**src/hdl/lmsc_pkg.sv**
```systemverilog
`default_nettype none

package lmsc_pkg;

  localparam int NUM_ROWS_DEF = 3;

  localparam logic [7:0] CMD_PRESENCE = 8'h01;
  localparam logic [7:0] CMD_CLEAR    = 8'h02;
  localparam logic [7:0] CMD_TOGGLE   = 8'h03;
  localparam logic [7:0] CMD_SPEED_HI = 8'h04;
  localparam logic [7:0] CMD_SPEED_LO = 8'h05;
  localparam logic [7:0] REPLY_OK     = 8'h06;
  localparam logic [7:0] REPLY_ERR    = 8'h07;

  localparam logic [7:0]  RELOAD_HIGH_RST = 8'd249;
  localparam logic [7:0]  RELOAD_LOW_RST  = 8'd255;
  localparam logic [15:0] TICK_CNT_RST    = 16'd65520;
  localparam logic [15:0] TICK_CNT_MAX    = 16'hFFFF;

  localparam logic MODE_BYTE = 1'b0;
  localparam logic MODE_TICK = 1'b1;
  localparam logic KIND_REPLY = 1'b0;
  localparam logic KIND_ROW   = 1'b1;

  localparam int OUT_TDATA_W = 24;

  typedef struct packed {
    logic       valid;
    logic [7:0] code;
  } lmsc_reply_t;

  typedef struct packed {
    logic       valid;
    logic [2:0] row;
    logic [7:0] cols;
  } lmsc_row_t;

  // pair: a second copy with tlast set follows this one
  typedef struct packed {
    logic       kind;
    logic [7:0] reply_byte;
    logic [2:0] row_index;
    logic [7:0] column_bits;
    logic       pair;
  } lmsc_res_t;

endpackage

`default_nettype wire

```
**src/hdl/lmsc_parser.sv**
```systemverilog
`default_nettype none

module lmsc_parser #(
  parameter int NUM_ROWS = lmsc_pkg::NUM_ROWS_DEF
) (
  input  wire logic                      clk,
  input  wire logic                      rst_n,
  input  wire logic                      step,
  input  wire logic [7:0]                rx_byte,
  output lmsc_pkg::lmsc_reply_t          reply,
  output logic [NUM_ROWS-1:0][7:0]       rows,
  output logic [7:0]                     reload_high,
  output logic [7:0]                     reload_low
);
  import lmsc_pkg::*;

  typedef enum logic [3:0] {
    PH_CMD   = 4'b0001,
    PH_ECHO  = 4'b0010,
    PH_ARG   = 4'b0100,
    PH_AECHO = 4'b1000
  } phase_t;

  phase_t                   phase_r, phase_nxt;
  logic [7:0]               cmd_r, cmd_nxt;
  logic [7:0]               arg_r, arg_nxt;
  logic [NUM_ROWS-1:0][7:0] rows_r, rows_nxt;
  logic [7:0]               hi_r, hi_nxt;
  logic [7:0]               lo_r, lo_nxt;

  // arg / 10 by reciprocal, exact for 8-bit values
  logic [15:0] prod;
  logic [4:0]  quot;
  logic [7:0]  quot_x10;
  logic [7:0]  rem;
  logic [7:0]  mask;
  logic        tog_ok;

  assign prod     = {8'd0, arg_r} * 16'd205;
  assign quot     = prod[15:11];
  assign quot_x10 = {quot, 3'b000} + {2'b00, quot, 1'b0};
  assign rem      = arg_r - quot_x10;
  assign mask     = 8'd1 << rem[2:0];
  assign tog_ok   = (quot < 5'(NUM_ROWS)) && (rem < 8'd8);

  always_comb begin
    phase_nxt = phase_r;
    cmd_nxt   = cmd_r;
    arg_nxt   = arg_r;
    rows_nxt  = rows_r;
    hi_nxt    = hi_r;
    lo_nxt    = lo_r;
    reply     = '0;
    case (phase_r)
      PH_CMD: begin
        if (rx_byte == CMD_CLEAR) begin
          rows_nxt = '0;
          reply    = '{valid: 1'b1, code: REPLY_OK};
        end else begin
          cmd_nxt   = rx_byte;
          phase_nxt = PH_ECHO;
        end
      end
      PH_ECHO: begin
        if (rx_byte != cmd_r) begin
          reply     = '{valid: 1'b1, code: REPLY_ERR};
          phase_nxt = PH_CMD;
        end else if (cmd_r == CMD_TOGGLE || cmd_r == CMD_SPEED_HI ||
                     cmd_r == CMD_SPEED_LO) begin
          phase_nxt = PH_ARG;
        end else begin
          reply     = '{valid: 1'b1, code: REPLY_OK};
          phase_nxt = PH_CMD;
        end
      end
      PH_ARG: begin
        arg_nxt   = rx_byte;
        phase_nxt = PH_AECHO;
      end
      PH_AECHO: begin
        phase_nxt = PH_CMD;
        if (rx_byte != arg_r) begin
          reply = '{valid: 1'b1, code: REPLY_ERR};
        end else begin
          reply = '{valid: 1'b1, code: REPLY_OK};
          case (cmd_r)
            CMD_TOGGLE: begin
              for (int i = 0; i < NUM_ROWS; i++) begin
                if (tog_ok && quot == 5'(i)) begin
                  rows_nxt[i] = rows_r[i] ^ mask;
                end
              end
            end
            CMD_SPEED_HI: hi_nxt = arg_r;
            CMD_SPEED_LO: lo_nxt = arg_r;
            default: ;
          endcase
        end
      end
      default: begin
        phase_nxt = PH_CMD;
      end
    endcase
  end

  always_ff @(posedge clk) begin
    if (!rst_n) begin
      phase_r <= PH_CMD;
      cmd_r   <= '0;
      arg_r   <= '0;
      rows_r  <= '0;
      hi_r    <= RELOAD_HIGH_RST;
      lo_r    <= RELOAD_LOW_RST;
    end else if (step) begin
      phase_r <= phase_nxt;
      cmd_r   <= cmd_nxt;
      arg_r   <= arg_nxt;
      rows_r  <= rows_nxt;
      hi_r    <= hi_nxt;
      lo_r    <= lo_nxt;
    end
  end

  assign rows        = rows_r;
  assign reload_high = hi_r;
  assign reload_low  = lo_r;

endmodule

`default_nettype wire

```
**src/hdl/lmsc_scanner.sv**
```systemverilog
`default_nettype none

module lmsc_scanner #(
  parameter int NUM_ROWS = lmsc_pkg::NUM_ROWS_DEF
) (
  input  wire logic                      clk,
  input  wire logic                      rst_n,
  input  wire logic                      step,
  input  wire logic [NUM_ROWS-1:0][7:0]  rows,
  input  wire logic [7:0]                reload_high,
  input  wire logic [7:0]                reload_low,
  output lmsc_pkg::lmsc_row_t            row_out
);
  import lmsc_pkg::*;

  localparam int ROW_W = (NUM_ROWS > 1) ? $clog2(NUM_ROWS) : 1;
  localparam logic [ROW_W:0]   NROWS_V  = (ROW_W + 1)'(NUM_ROWS);
  localparam logic [ROW_W-1:0] LAST_POS = ROW_W'(NUM_ROWS - 1);

  logic [15:0]      cnt_r, cnt_nxt;
  logic [ROW_W-1:0] pos_r, pos_nxt;
  logic [ROW_W-1:0] pos_eff;
  logic             wrap;

  assign pos_eff = ({1'b0, pos_r} < NROWS_V) ? pos_r : '0;
  assign wrap    = (cnt_r == TICK_CNT_MAX);

  always_comb begin
    row_out = '0;
    cnt_nxt = cnt_r + 16'd1;
    pos_nxt = pos_r;
    if (wrap) begin
      cnt_nxt      = {reload_high, reload_low};
      row_out.valid = 1'b1;
      row_out.row   = 3'(pos_eff);
      row_out.cols  = rows[pos_eff];
      pos_nxt       = (pos_eff == LAST_POS) ? '0 : pos_eff + 1'b1;
    end
  end

  always_ff @(posedge clk) begin
    if (!rst_n) begin
      cnt_r <= TICK_CNT_RST;
      pos_r <= '0;
    end else if (step) begin
      cnt_r <= cnt_nxt;
      pos_r <= pos_nxt;
    end
  end

endmodule

`default_nettype wire

```
**src/hdl/lmsc_out_stage.sv**
```systemverilog
`default_nettype none

module lmsc_out_stage (
  input  wire logic                 clk,
  input  wire logic                 rst_n,
  input  wire logic                 load,
  input  wire lmsc_pkg::lmsc_res_t  res_in,
  input  wire logic                 out_tready,
  output logic                      out_tvalid,
  output lmsc_pkg::lmsc_res_t       res_q,
  output logic                      room
);
  import lmsc_pkg::*;

  logic      valid_r;
  lmsc_res_t res_r;
  logic      take;

  assign take = valid_r && out_tready;
  assign room = !valid_r || (out_tready && !res_r.pair);

  always_ff @(posedge clk) begin
    if (!rst_n) begin
      valid_r    <= 1'b0;
      res_r.pair <= 1'b0;
    end else if (load) begin
      valid_r <= 1'b1;
      res_r   <= res_in;
    end else if (take) begin
      if (res_r.pair) begin
        res_r.pair <= 1'b0;
      end else begin
        valid_r <= 1'b0;
      end
    end
  end

  assign out_tvalid = valid_r;
  assign res_q      = res_r;

endmodule

`default_nettype wire

```
**src/hdl/led_matrix_serial_command_scanner_top.sv**
```systemverilog
// path: an accepted input is held in the input register, then its result in the result register
// throughput: one input per cycle while the result register has room; a reply pair occupies
// the result register for both copies and holds off the next input step until its first copy is taken
// a timer tick gives one row update or nothing, a serial byte gives nothing or a pair
// reset: synchronous, active low; clears parser, rows, speed bytes, tick counter
// and scan position to their start values and empties both registers
`default_nettype none

module led_matrix_serial_command_scanner_top #(
  parameter int NUM_ROWS = lmsc_pkg::NUM_ROWS_DEF
) (
  input  wire logic                              clk,
  input  wire logic                              rst_n,
  input  wire logic                              in_tvalid,
  output logic                                   in_tready,
  input  wire logic [7:0]                        in_tdata,   // rx_byte
  input  wire logic                              in_tuser,   // mode
  output logic                                   out_tvalid,
  input  wire logic                              out_tready,
  output logic [lmsc_pkg::OUT_TDATA_W-1:0]       out_tdata,  // reply_byte, row_index, column_bits
  output logic                                   out_tuser,  // kind
  output logic                                   out_tlast   // last
);
  import lmsc_pkg::*;

  logic                     in_valid_r;
  logic [7:0]               in_byte_r;
  logic                     in_mode_r;
  logic                     room;
  logic                     step;
  logic                     load;
  lmsc_reply_t              reply;
  lmsc_row_t                row_res;
  lmsc_res_t                res_new;
  lmsc_res_t                res_q;
  logic [NUM_ROWS-1:0][7:0] rows;
  logic [7:0]               reload_high;
  logic [7:0]               reload_low;

  assign step      = in_valid_r && room;
  assign in_tready = !in_valid_r || step;

  always_ff @(posedge clk) begin
    if (!rst_n) begin
      in_valid_r <= 1'b0;
    end else if (in_tvalid && in_tready) begin
      in_valid_r <= 1'b1;
      in_byte_r  <= in_tdata;
      in_mode_r  <= in_tuser;
    end else if (step) begin
      in_valid_r <= 1'b0;
    end
  end

  lmsc_parser #(.NUM_ROWS(NUM_ROWS)) u_parser (
    .clk         (clk),
    .rst_n       (rst_n),
    .step        (step && in_mode_r == MODE_BYTE),
    .rx_byte     (in_byte_r),
    .reply       (reply),
    .rows        (rows),
    .reload_high (reload_high),
    .reload_low  (reload_low)
  );

  lmsc_scanner #(.NUM_ROWS(NUM_ROWS)) u_scanner (
    .clk         (clk),
    .rst_n       (rst_n),
    .step        (step && in_mode_r == MODE_TICK),
    .rows        (rows),
    .reload_high (reload_high),
    .reload_low  (reload_low),
    .row_out     (row_res)
  );

  always_comb begin
    if (in_mode_r == MODE_TICK) begin
      res_new = '{kind: KIND_ROW, reply_byte: 8'd0, row_index: row_res.row,
                  column_bits: row_res.cols, pair: 1'b0};
      load    = step && row_res.valid;
    end else begin
      res_new = '{kind: KIND_REPLY, reply_byte: reply.code, row_index: 3'd0,
                  column_bits: 8'd0, pair: 1'b1};
      load    = step && reply.valid;
    end
  end

  lmsc_out_stage u_out (
    .clk        (clk),
    .rst_n      (rst_n),
    .load       (load),
    .res_in     (res_new),
    .out_tready (out_tready),
    .out_tvalid (out_tvalid),
    .res_q      (res_q),
    .room       (room)
  );

  assign out_tdata = {5'd0, res_q.column_bits, res_q.row_index, res_q.reply_byte};
  assign out_tuser = res_q.kind;
  assign out_tlast = !res_q.pair;

endmodule

`default_nettype wire

```
**config.mk**
```make
export PLATFORM = sky130hd
export DESIGN_NAME = led_matrix_serial_command_scanner_top
export DESIGN_NICKNAME = d
export VERILOG_FILES = /design/src/hdl/lmsc_pkg.sv /design/src/hdl/lmsc_parser.sv /design/src/hdl/lmsc_scanner.sv /design/src/hdl/lmsc_out_stage.sv /design/src/hdl/led_matrix_serial_command_scanner_top.sv
export SDC_FILE = /design/constraint.sdc
export NUM_CORES = 1
export LEC_CHECK = 0
export BUFFER_PORTS_ARGS = -buffer_cell sky130_fd_sc_hd__buf_2
export CORE_MARGIN = 2
export CORE_UTILIZATION = 56
export CTS_CLUSTER_SIZE = 10
export DETAILED_ROUTE_END_ITERATION = 8
export MAX_ROUTING_LAYER = met4
export PLACE_DENSITY = 0.77
export SLEW_MARGIN = 20
export SYNTH_ARGS = -nofsm -noshare
export SYNTH_HDL_FRONTEND = slang
export SYNTH_HIERARCHICAL = 1
export SYNTH_SLANG_ARGS = --single-unit
```
**constraint.sdc**
```tcl
create_clock -name clk -period 7.12 [get_ports clk]
set_input_delay 2.136 -clock clk [delete_from_list [all_inputs] [get_ports clk]]
set_output_delay 2.136 -clock clk [all_outputs]
set_load 0.01 [all_outputs]
```
After elaboration in Yosys (flattened, before gate mapping)
Index checks and enable logic that the tools add are counted.
- flip-flop bits (word level): 110
- latch bits: 0
- bits in writable memories: 0
- bits in read-only memories: 0
- logic and storage cells: 125
- memories: 0
- $add $sub $neg: 4
- $mul: 1
- divide/modulo/power cells: 0
- magnitude comparators: 4
- eq/ne operators: 22
- shift operators: 1
- multiplexer cells: 31
- bitwise operators: 6
- reduce and logical (&&, ||, !) cells: 36
- operators by type and width (operator ; number):
    $mux W24 ; 3
    $pmux W24 S2 ; 1
    $mux W8 ; 4
    $mux W9 ; 3
    $pmux W9 S3 ; 1
    $xor A8 B8 Y8 ; 3
    $mux W21 ; 1
    $reduce_and A6 Y1 ; 3
    $add A16 B1 Y16 const B ; 1
    $bmux W8 S2 ; 1
    $eq A16 B16 Y1 const B ; 1
    $eq A8 B2 Y1 const B ; 2
    $eq A8 B3 Y1 const B ; 2
    $mul A8 B8 Y16 const B ; 1
    $mux W16 ; 1
    $ne A8 B8 Y1 ; 2
    $reduce_and A2 Y1 ; 7
    $logic_and A1 B1 Y1 ; 12
    $mux W12 ; 1
    $pmux W4 S3 ; 1
    $ne A2 B1 Y1 const B ; 5
    $mux W1 ; 9
    $add A8 B6 Y8 ; 1
    $lt A8 B4 Y1 const B ; 1
    other kinds (24) ; 38

Logic depth before layout (Yosys ltp)
- depth after elaboration: 10
- mapped depth: 27

By module
Netlist, hierarchy kept.
- by module, submodules not included (module ; instances ; cells an instance ; area an instance (sq um) ; sequential area each (sq um)):
    lmsc_parser ; 1 ; 556 ; 4909.7 ; 1201.2
    lmsc_scanner ; 1 ; 185 ; 1347.5 ; 360.3
    lmsc_out_stage ; 1 ; 31 ; 703.2 ; 640.6
    led_matrix_serial_command_scanner_top ; 1 ; 48 ; 519.2 ; 290.3

Least setup slack after synthesis
OpenSTA, ideal clock, no wires.
- path type: register to register
- start: register u_parser.arg_r[2]
- end: register u_parser.rows_r (netlist bit u_parser/rows[0])
- library setup time: 0.088 ns
- arrival time: 6.612 ns
- required time: 7.032 ns
- setup slack: 0.420 ns
- cell stages (with the launch flop): 26
- clock period less this slack: 6.700 ns
- cell sequence: dfxtp_1 ha_1 xor2_1 ha_1 fa_1 inv_1 fa_1 inv_1 ha_1 and3_1 and2_1 a2111oi_0 nor3_1 xor2_1 clkbuf_1 inv_1 fa_1 ha_1 o21ai_0 o211ai_1 a21o_1 nor4_1 mux2i_1 or4_1 buf_6 o32ai_2
- word-level cells in the longest chain between the ends: 9
- ends and longest elaborated chain (what ; line ; RTL):
    start: declaration ; lmsc_parser.sv:26 ; logic [7:0] arg_r, arg_nxt;
    start signal: assignment ; lmsc_parser.sv:117 ; arg_r <= arg_nxt;
    parallel branches: the longest is 9 deep, another holds $mul A8 B8 Y16 ; - ;
    end signal: assignment ; lmsc_parser.sv:118 ; rows_r <= rows_nxt;
    end: declaration ; lmsc_parser.sv:27 ; logic [NUM_ROWS-1:0][7:0] rows_r, rows_nxt;
Several ways; the timed one is not identified. The select of a mux whose other input is x is not followed.
A chain may end at the register's enable or synchronous reset.

Worst setup path in the final report
- start: register u_parser.arg_r[4]
- end: register u_parser.rows_r (netlist bit u_parser/rows[9])
Same word-level chain as after synthesis.

==> results.toml <==
[worst_setup_path]
cp_max_fo = 24
end_kind = "flip-flop"
path_class = "reg2reg"
startpoint_type = "flip-flop"
critPathRequiredTime_ns = 7.40
cp.arrival_ns = 7.05

[floorplanning]
die_h_um = 119.6
dieArea_sq_um = 14300
core_area_sq_um = 13140
start_util_pct = 56.93
die_w_um = 119.6
row_count = 42
num_io_pins = 41

[timing]
finClkSkew_ns = 0.004359
setup_slack_ns = 0.3539
rsz0062_at_grt = "no"
post-route-period-util_pct = 95.03
hold_slack_ns = 0.4720
maxSlewViolCount = 0
slew_headroom_pct = 43.48
hold_violations = 0
fmax_ghz = 0.1478
finalSetupViolCount = 0
period_minus_slack_ns = 6.766
fin_setup_tns_ns = 0
worst_slew_pin_slew_ns = 0.8400

[pwr]
power_leakage_nw = 3.473
vdd_drop_max_uv = 144.9
power_density_nw_per_um2 = 154.5

[routing]
initialDrtViolationCount = 425
ant_nets = 0
drc = 0
drtPass1Iterations = 5
wl_per_cell_um = 15.97
vias = 5936
routed_wl_mm = 16.13
drt-vias-per-instance = 5.877

[flow_run]
cap_violations = 0

[clock_network]
clock_latency_ns = 0.35
cts_sinks = 110
clkSlewWorstSetupHoldPaths_ns = 0.07
cts_tree = "done"
cts_buffers = 9
postCtsSetupRepairBufs = 0
root_buffer = "clkbuf_16"
cts_htree_levels = 3
clock_path_buffers = 2

[synth]
synth_cells = 820
ys_async_sr_fraction_pct = 0
yosys_warnings = 6
avgSynthCellArea_sq_um = 9.122
yosysSeqAreaShare_pct = 33.32
synth-main-ff-cell = "dfxtp_1"
synth_edf_count = 29
ys_ff_latch = 110
synth.top_cell.area_share_pct = 21.68
synth_area_leader_cell = "dfxtp_1"
synth_cell_types = 76
synth_area_leaders = "dfxtp_1 22%, edfxtp_1 12%, ha_1 9.5%"
syn_area_sq_um = 7480

[global_route]
met3_usage_pct = 3.470
grt_pass1_vias = 5506
busiest_layer = "met2"
grt_overflow = 0
use_met2_pct = 39.14
antenna_found_initial = 0
grtUsageMet1_pct = 31.26
grt_pass1_wl_mm = 26.97
grt_usage_pct = 23.69
grt_max_degree = 36

[place]
gp_congestion = 0.8977
dpl_worst_slack_ns = 0.1216
hpwl_mm = 11.75
portBuffers = 35

[layout]
utilization_pct = 61.58
fin_nets = 910
diodes = 0
syn2layout_area_growth_pct = 8.163
drive_gt1_share_pct = 14.87

[outcome]
status = "finished clean"

[min_path]
min-delay-path-class = "reg2reg"
==> cells in the mapped netlist, types with 3 or more instances <==
| library cell | instances |
|---|---|
| buf_4 | 16 |
| xnor2_1 | 15 |
| a21o_1 | 6 |
| a21boi_2 | 3 |
| nand2_1 | 68 |
| nand3_1 | 17 |
| nand4b_1 | 4 |
| nor4_1 | 30 |
| conb_1 | 3 |
| o21ai_0 | 17 |
| nor3_1 | 11 |
| fa_1 | 11 |
| nor2b_1 | 12 |
| a211oi_1 | 12 |
| and2_1 | 15 |
| a32oi_1 | 3 |
| or2_2 | 18 |
| o2111ai_1 | 9 |
| clkbuf_1 | 34 |
| mux2i_1 | 62 |
| ha_1 | 57 |
| o22ai_1 | 3 |
| o32ai_2 | 8 |
| nor4_2 | 3 |
| a2bb2oi_1 | 4 |
| dfxtp_1 | 81 |
| nand2b_1 | 4 |
| and4_1 | 4 |
| a21oi_1 | 32 |
| nand4_1 | 26 |
| xor2_1 | 18 |
| inv_1 | 44 |
| and3_1 | 6 |
| a31oi_1 | 8 |
| o21bai_1 | 5 |
| buf_2 | 6 |
| nor2_1 | 65 |
| edfxtp_1 | 29 |
==> per-stage QoR <==
stage	instance area, sq um	total power (W)	std cells
after floorplan	7510	0.0007165	828
after global placement	7742	0.0007256	994
after detailed placement	7742	0.0007270	994
after CTS	8063	0.001255	1010
after global routing	8090	0.001293	1010
final	8090	0.001250	1010
==> power breakdown <==
part	leakage, nW	internal (W)	switching, W
sequential	0.950	0.000647	0.0000128
clock	0.152	0.000309	0.000227
combinational	2.37	0.0000216	0.0000328
total	3.47	0.000978	0.000272
==> path summary, 6_finish.rpt <==
check                    start  depth (start not counted)                end  slack [ns]
max          u_parser/arg_r[4]                         25   u_parser/rows[9]        0.35
min          u_parser/rows[17]                          2  u_parser/rows[17]        0.47
max reg2reg  u_parser/arg_r[4]                         25   u_parser/rows[9]        0.35
min reg2reg  u_parser/rows[17]                          2  u_parser/rows[17]        0.47
==> cell type report <==
| class | count | area, sq um |
|---|---|---|
| Multi-Input combinational cell | 609 | 4579 |
| Sequential cell | 110 | 2495 |
| Inverter | 48 | 180.2 |
| Clock inverter | 7 | 95.09 |
| Clock buffer | 9 | 225.2 |
| Tap cell | 176 | 220.2 |
| Timing Repair Buffer | 51 | 295.3 |
| Fill cell | 1130 | 5047 |
==> placed cells by master (no fill, tap or decap), types with 5 or more instances in the layout <==
master     synthesis  routed
o2111ai_1          9       9
nor4_1            30      27
edfxtp_1          29      29
fa_1              11      11
nor4_2             3       6
a21oi_1           32      32
nand3_1           17      17
o21ai_0           17      17
or2_2             18      18
a21o_1             6       6
nor3_1            11      11
buf_2              6      35
and2_1            15      15
ha_1              57      57
o21bai_1           5       5
conb_1             3      11
xnor2_1           15      15
inv_1             44      44
buf_4             16      16
nand4_1           26      26
a31oi_1            8       8
nand2_1           68      68
xor2_1            18      17
dfxtp_1           81      79
and3_1             6       6
a211oi_1          12      12
mux2i_1           62      60
nor2_1            65      65
nor2b_1           12      12
clkbuf_16          0       9
o32ai_2            8       8
==> logic make-up after synthesis <==
group	synth area share, %
adders and majority gates	12.48
DFF	33.32
other	0.1505
buffers and inverters	6.591
AOI/OAI and AO/OA	13.40
and+or+nand+nor	21.90
xor gates and xnor gates	3.864
muxes	8.297
==> layer usage <==
| metal | routed length, um | share of wire, % | vias up |
|---|---|---|---|
| met3 | 714 | 4.4 | 18 |
| met1 | 7513 | 47 | 2803 |
| met2 | 7685 | 48 | 165 |
| met4 | 221 | 1.4 | 0 |
| met5 | 0 | 0 | - |
| li1 | - | - | 2950 |
==> state kept, by name, summed over array words and instances (netlist names) <==
name,count
u_parser/arg_r,8
in_mode_r,1
u_out/res_q,21
in_byte_r,8
u_scanner/pos_r,2
u_out/out_tvalid,1
in_valid_r,1
u_parser/rows,24
u_parser/cmd_r,8
u_parser/phase_r,4
u_scanner/cnt_r,16
u_parser/reload_low,8
u_parser/reload_high,8
==> worst max-delay path, cell delays in order (launching register included) <==
cell	delay (ns)
dfxtp_1	0.61
ha_1	0.35
fa_1	0.51
inv_1	0.05
fa_1	0.52
inv_1	0.04
ha_1	0.29
ha_1	0.32
and3_1	0.20
and2_1	0.18
a21o_1	0.20
a21oi_1	0.30
xor2_1	0.25
o22ai_1	0.11
xor2_1	0.16
ha_1	0.20
a211o_1	0.23
ha_1	0.35
or3b_2	0.22
o221ai_1	0.10
a21o_1	0.19
nor4_1	0.25
mux2i_2	0.13
buf_4	0.24
nor4_1	0.47
mux2i_1	0.23
==> repair_timing <==
item	in CTS	in global routing
setup endpoints to repair	0	23
resized for setup	0	5
hold buffers	0	0
hold endpoints to repair	0	0
Power figures use the tool's default switching activity.
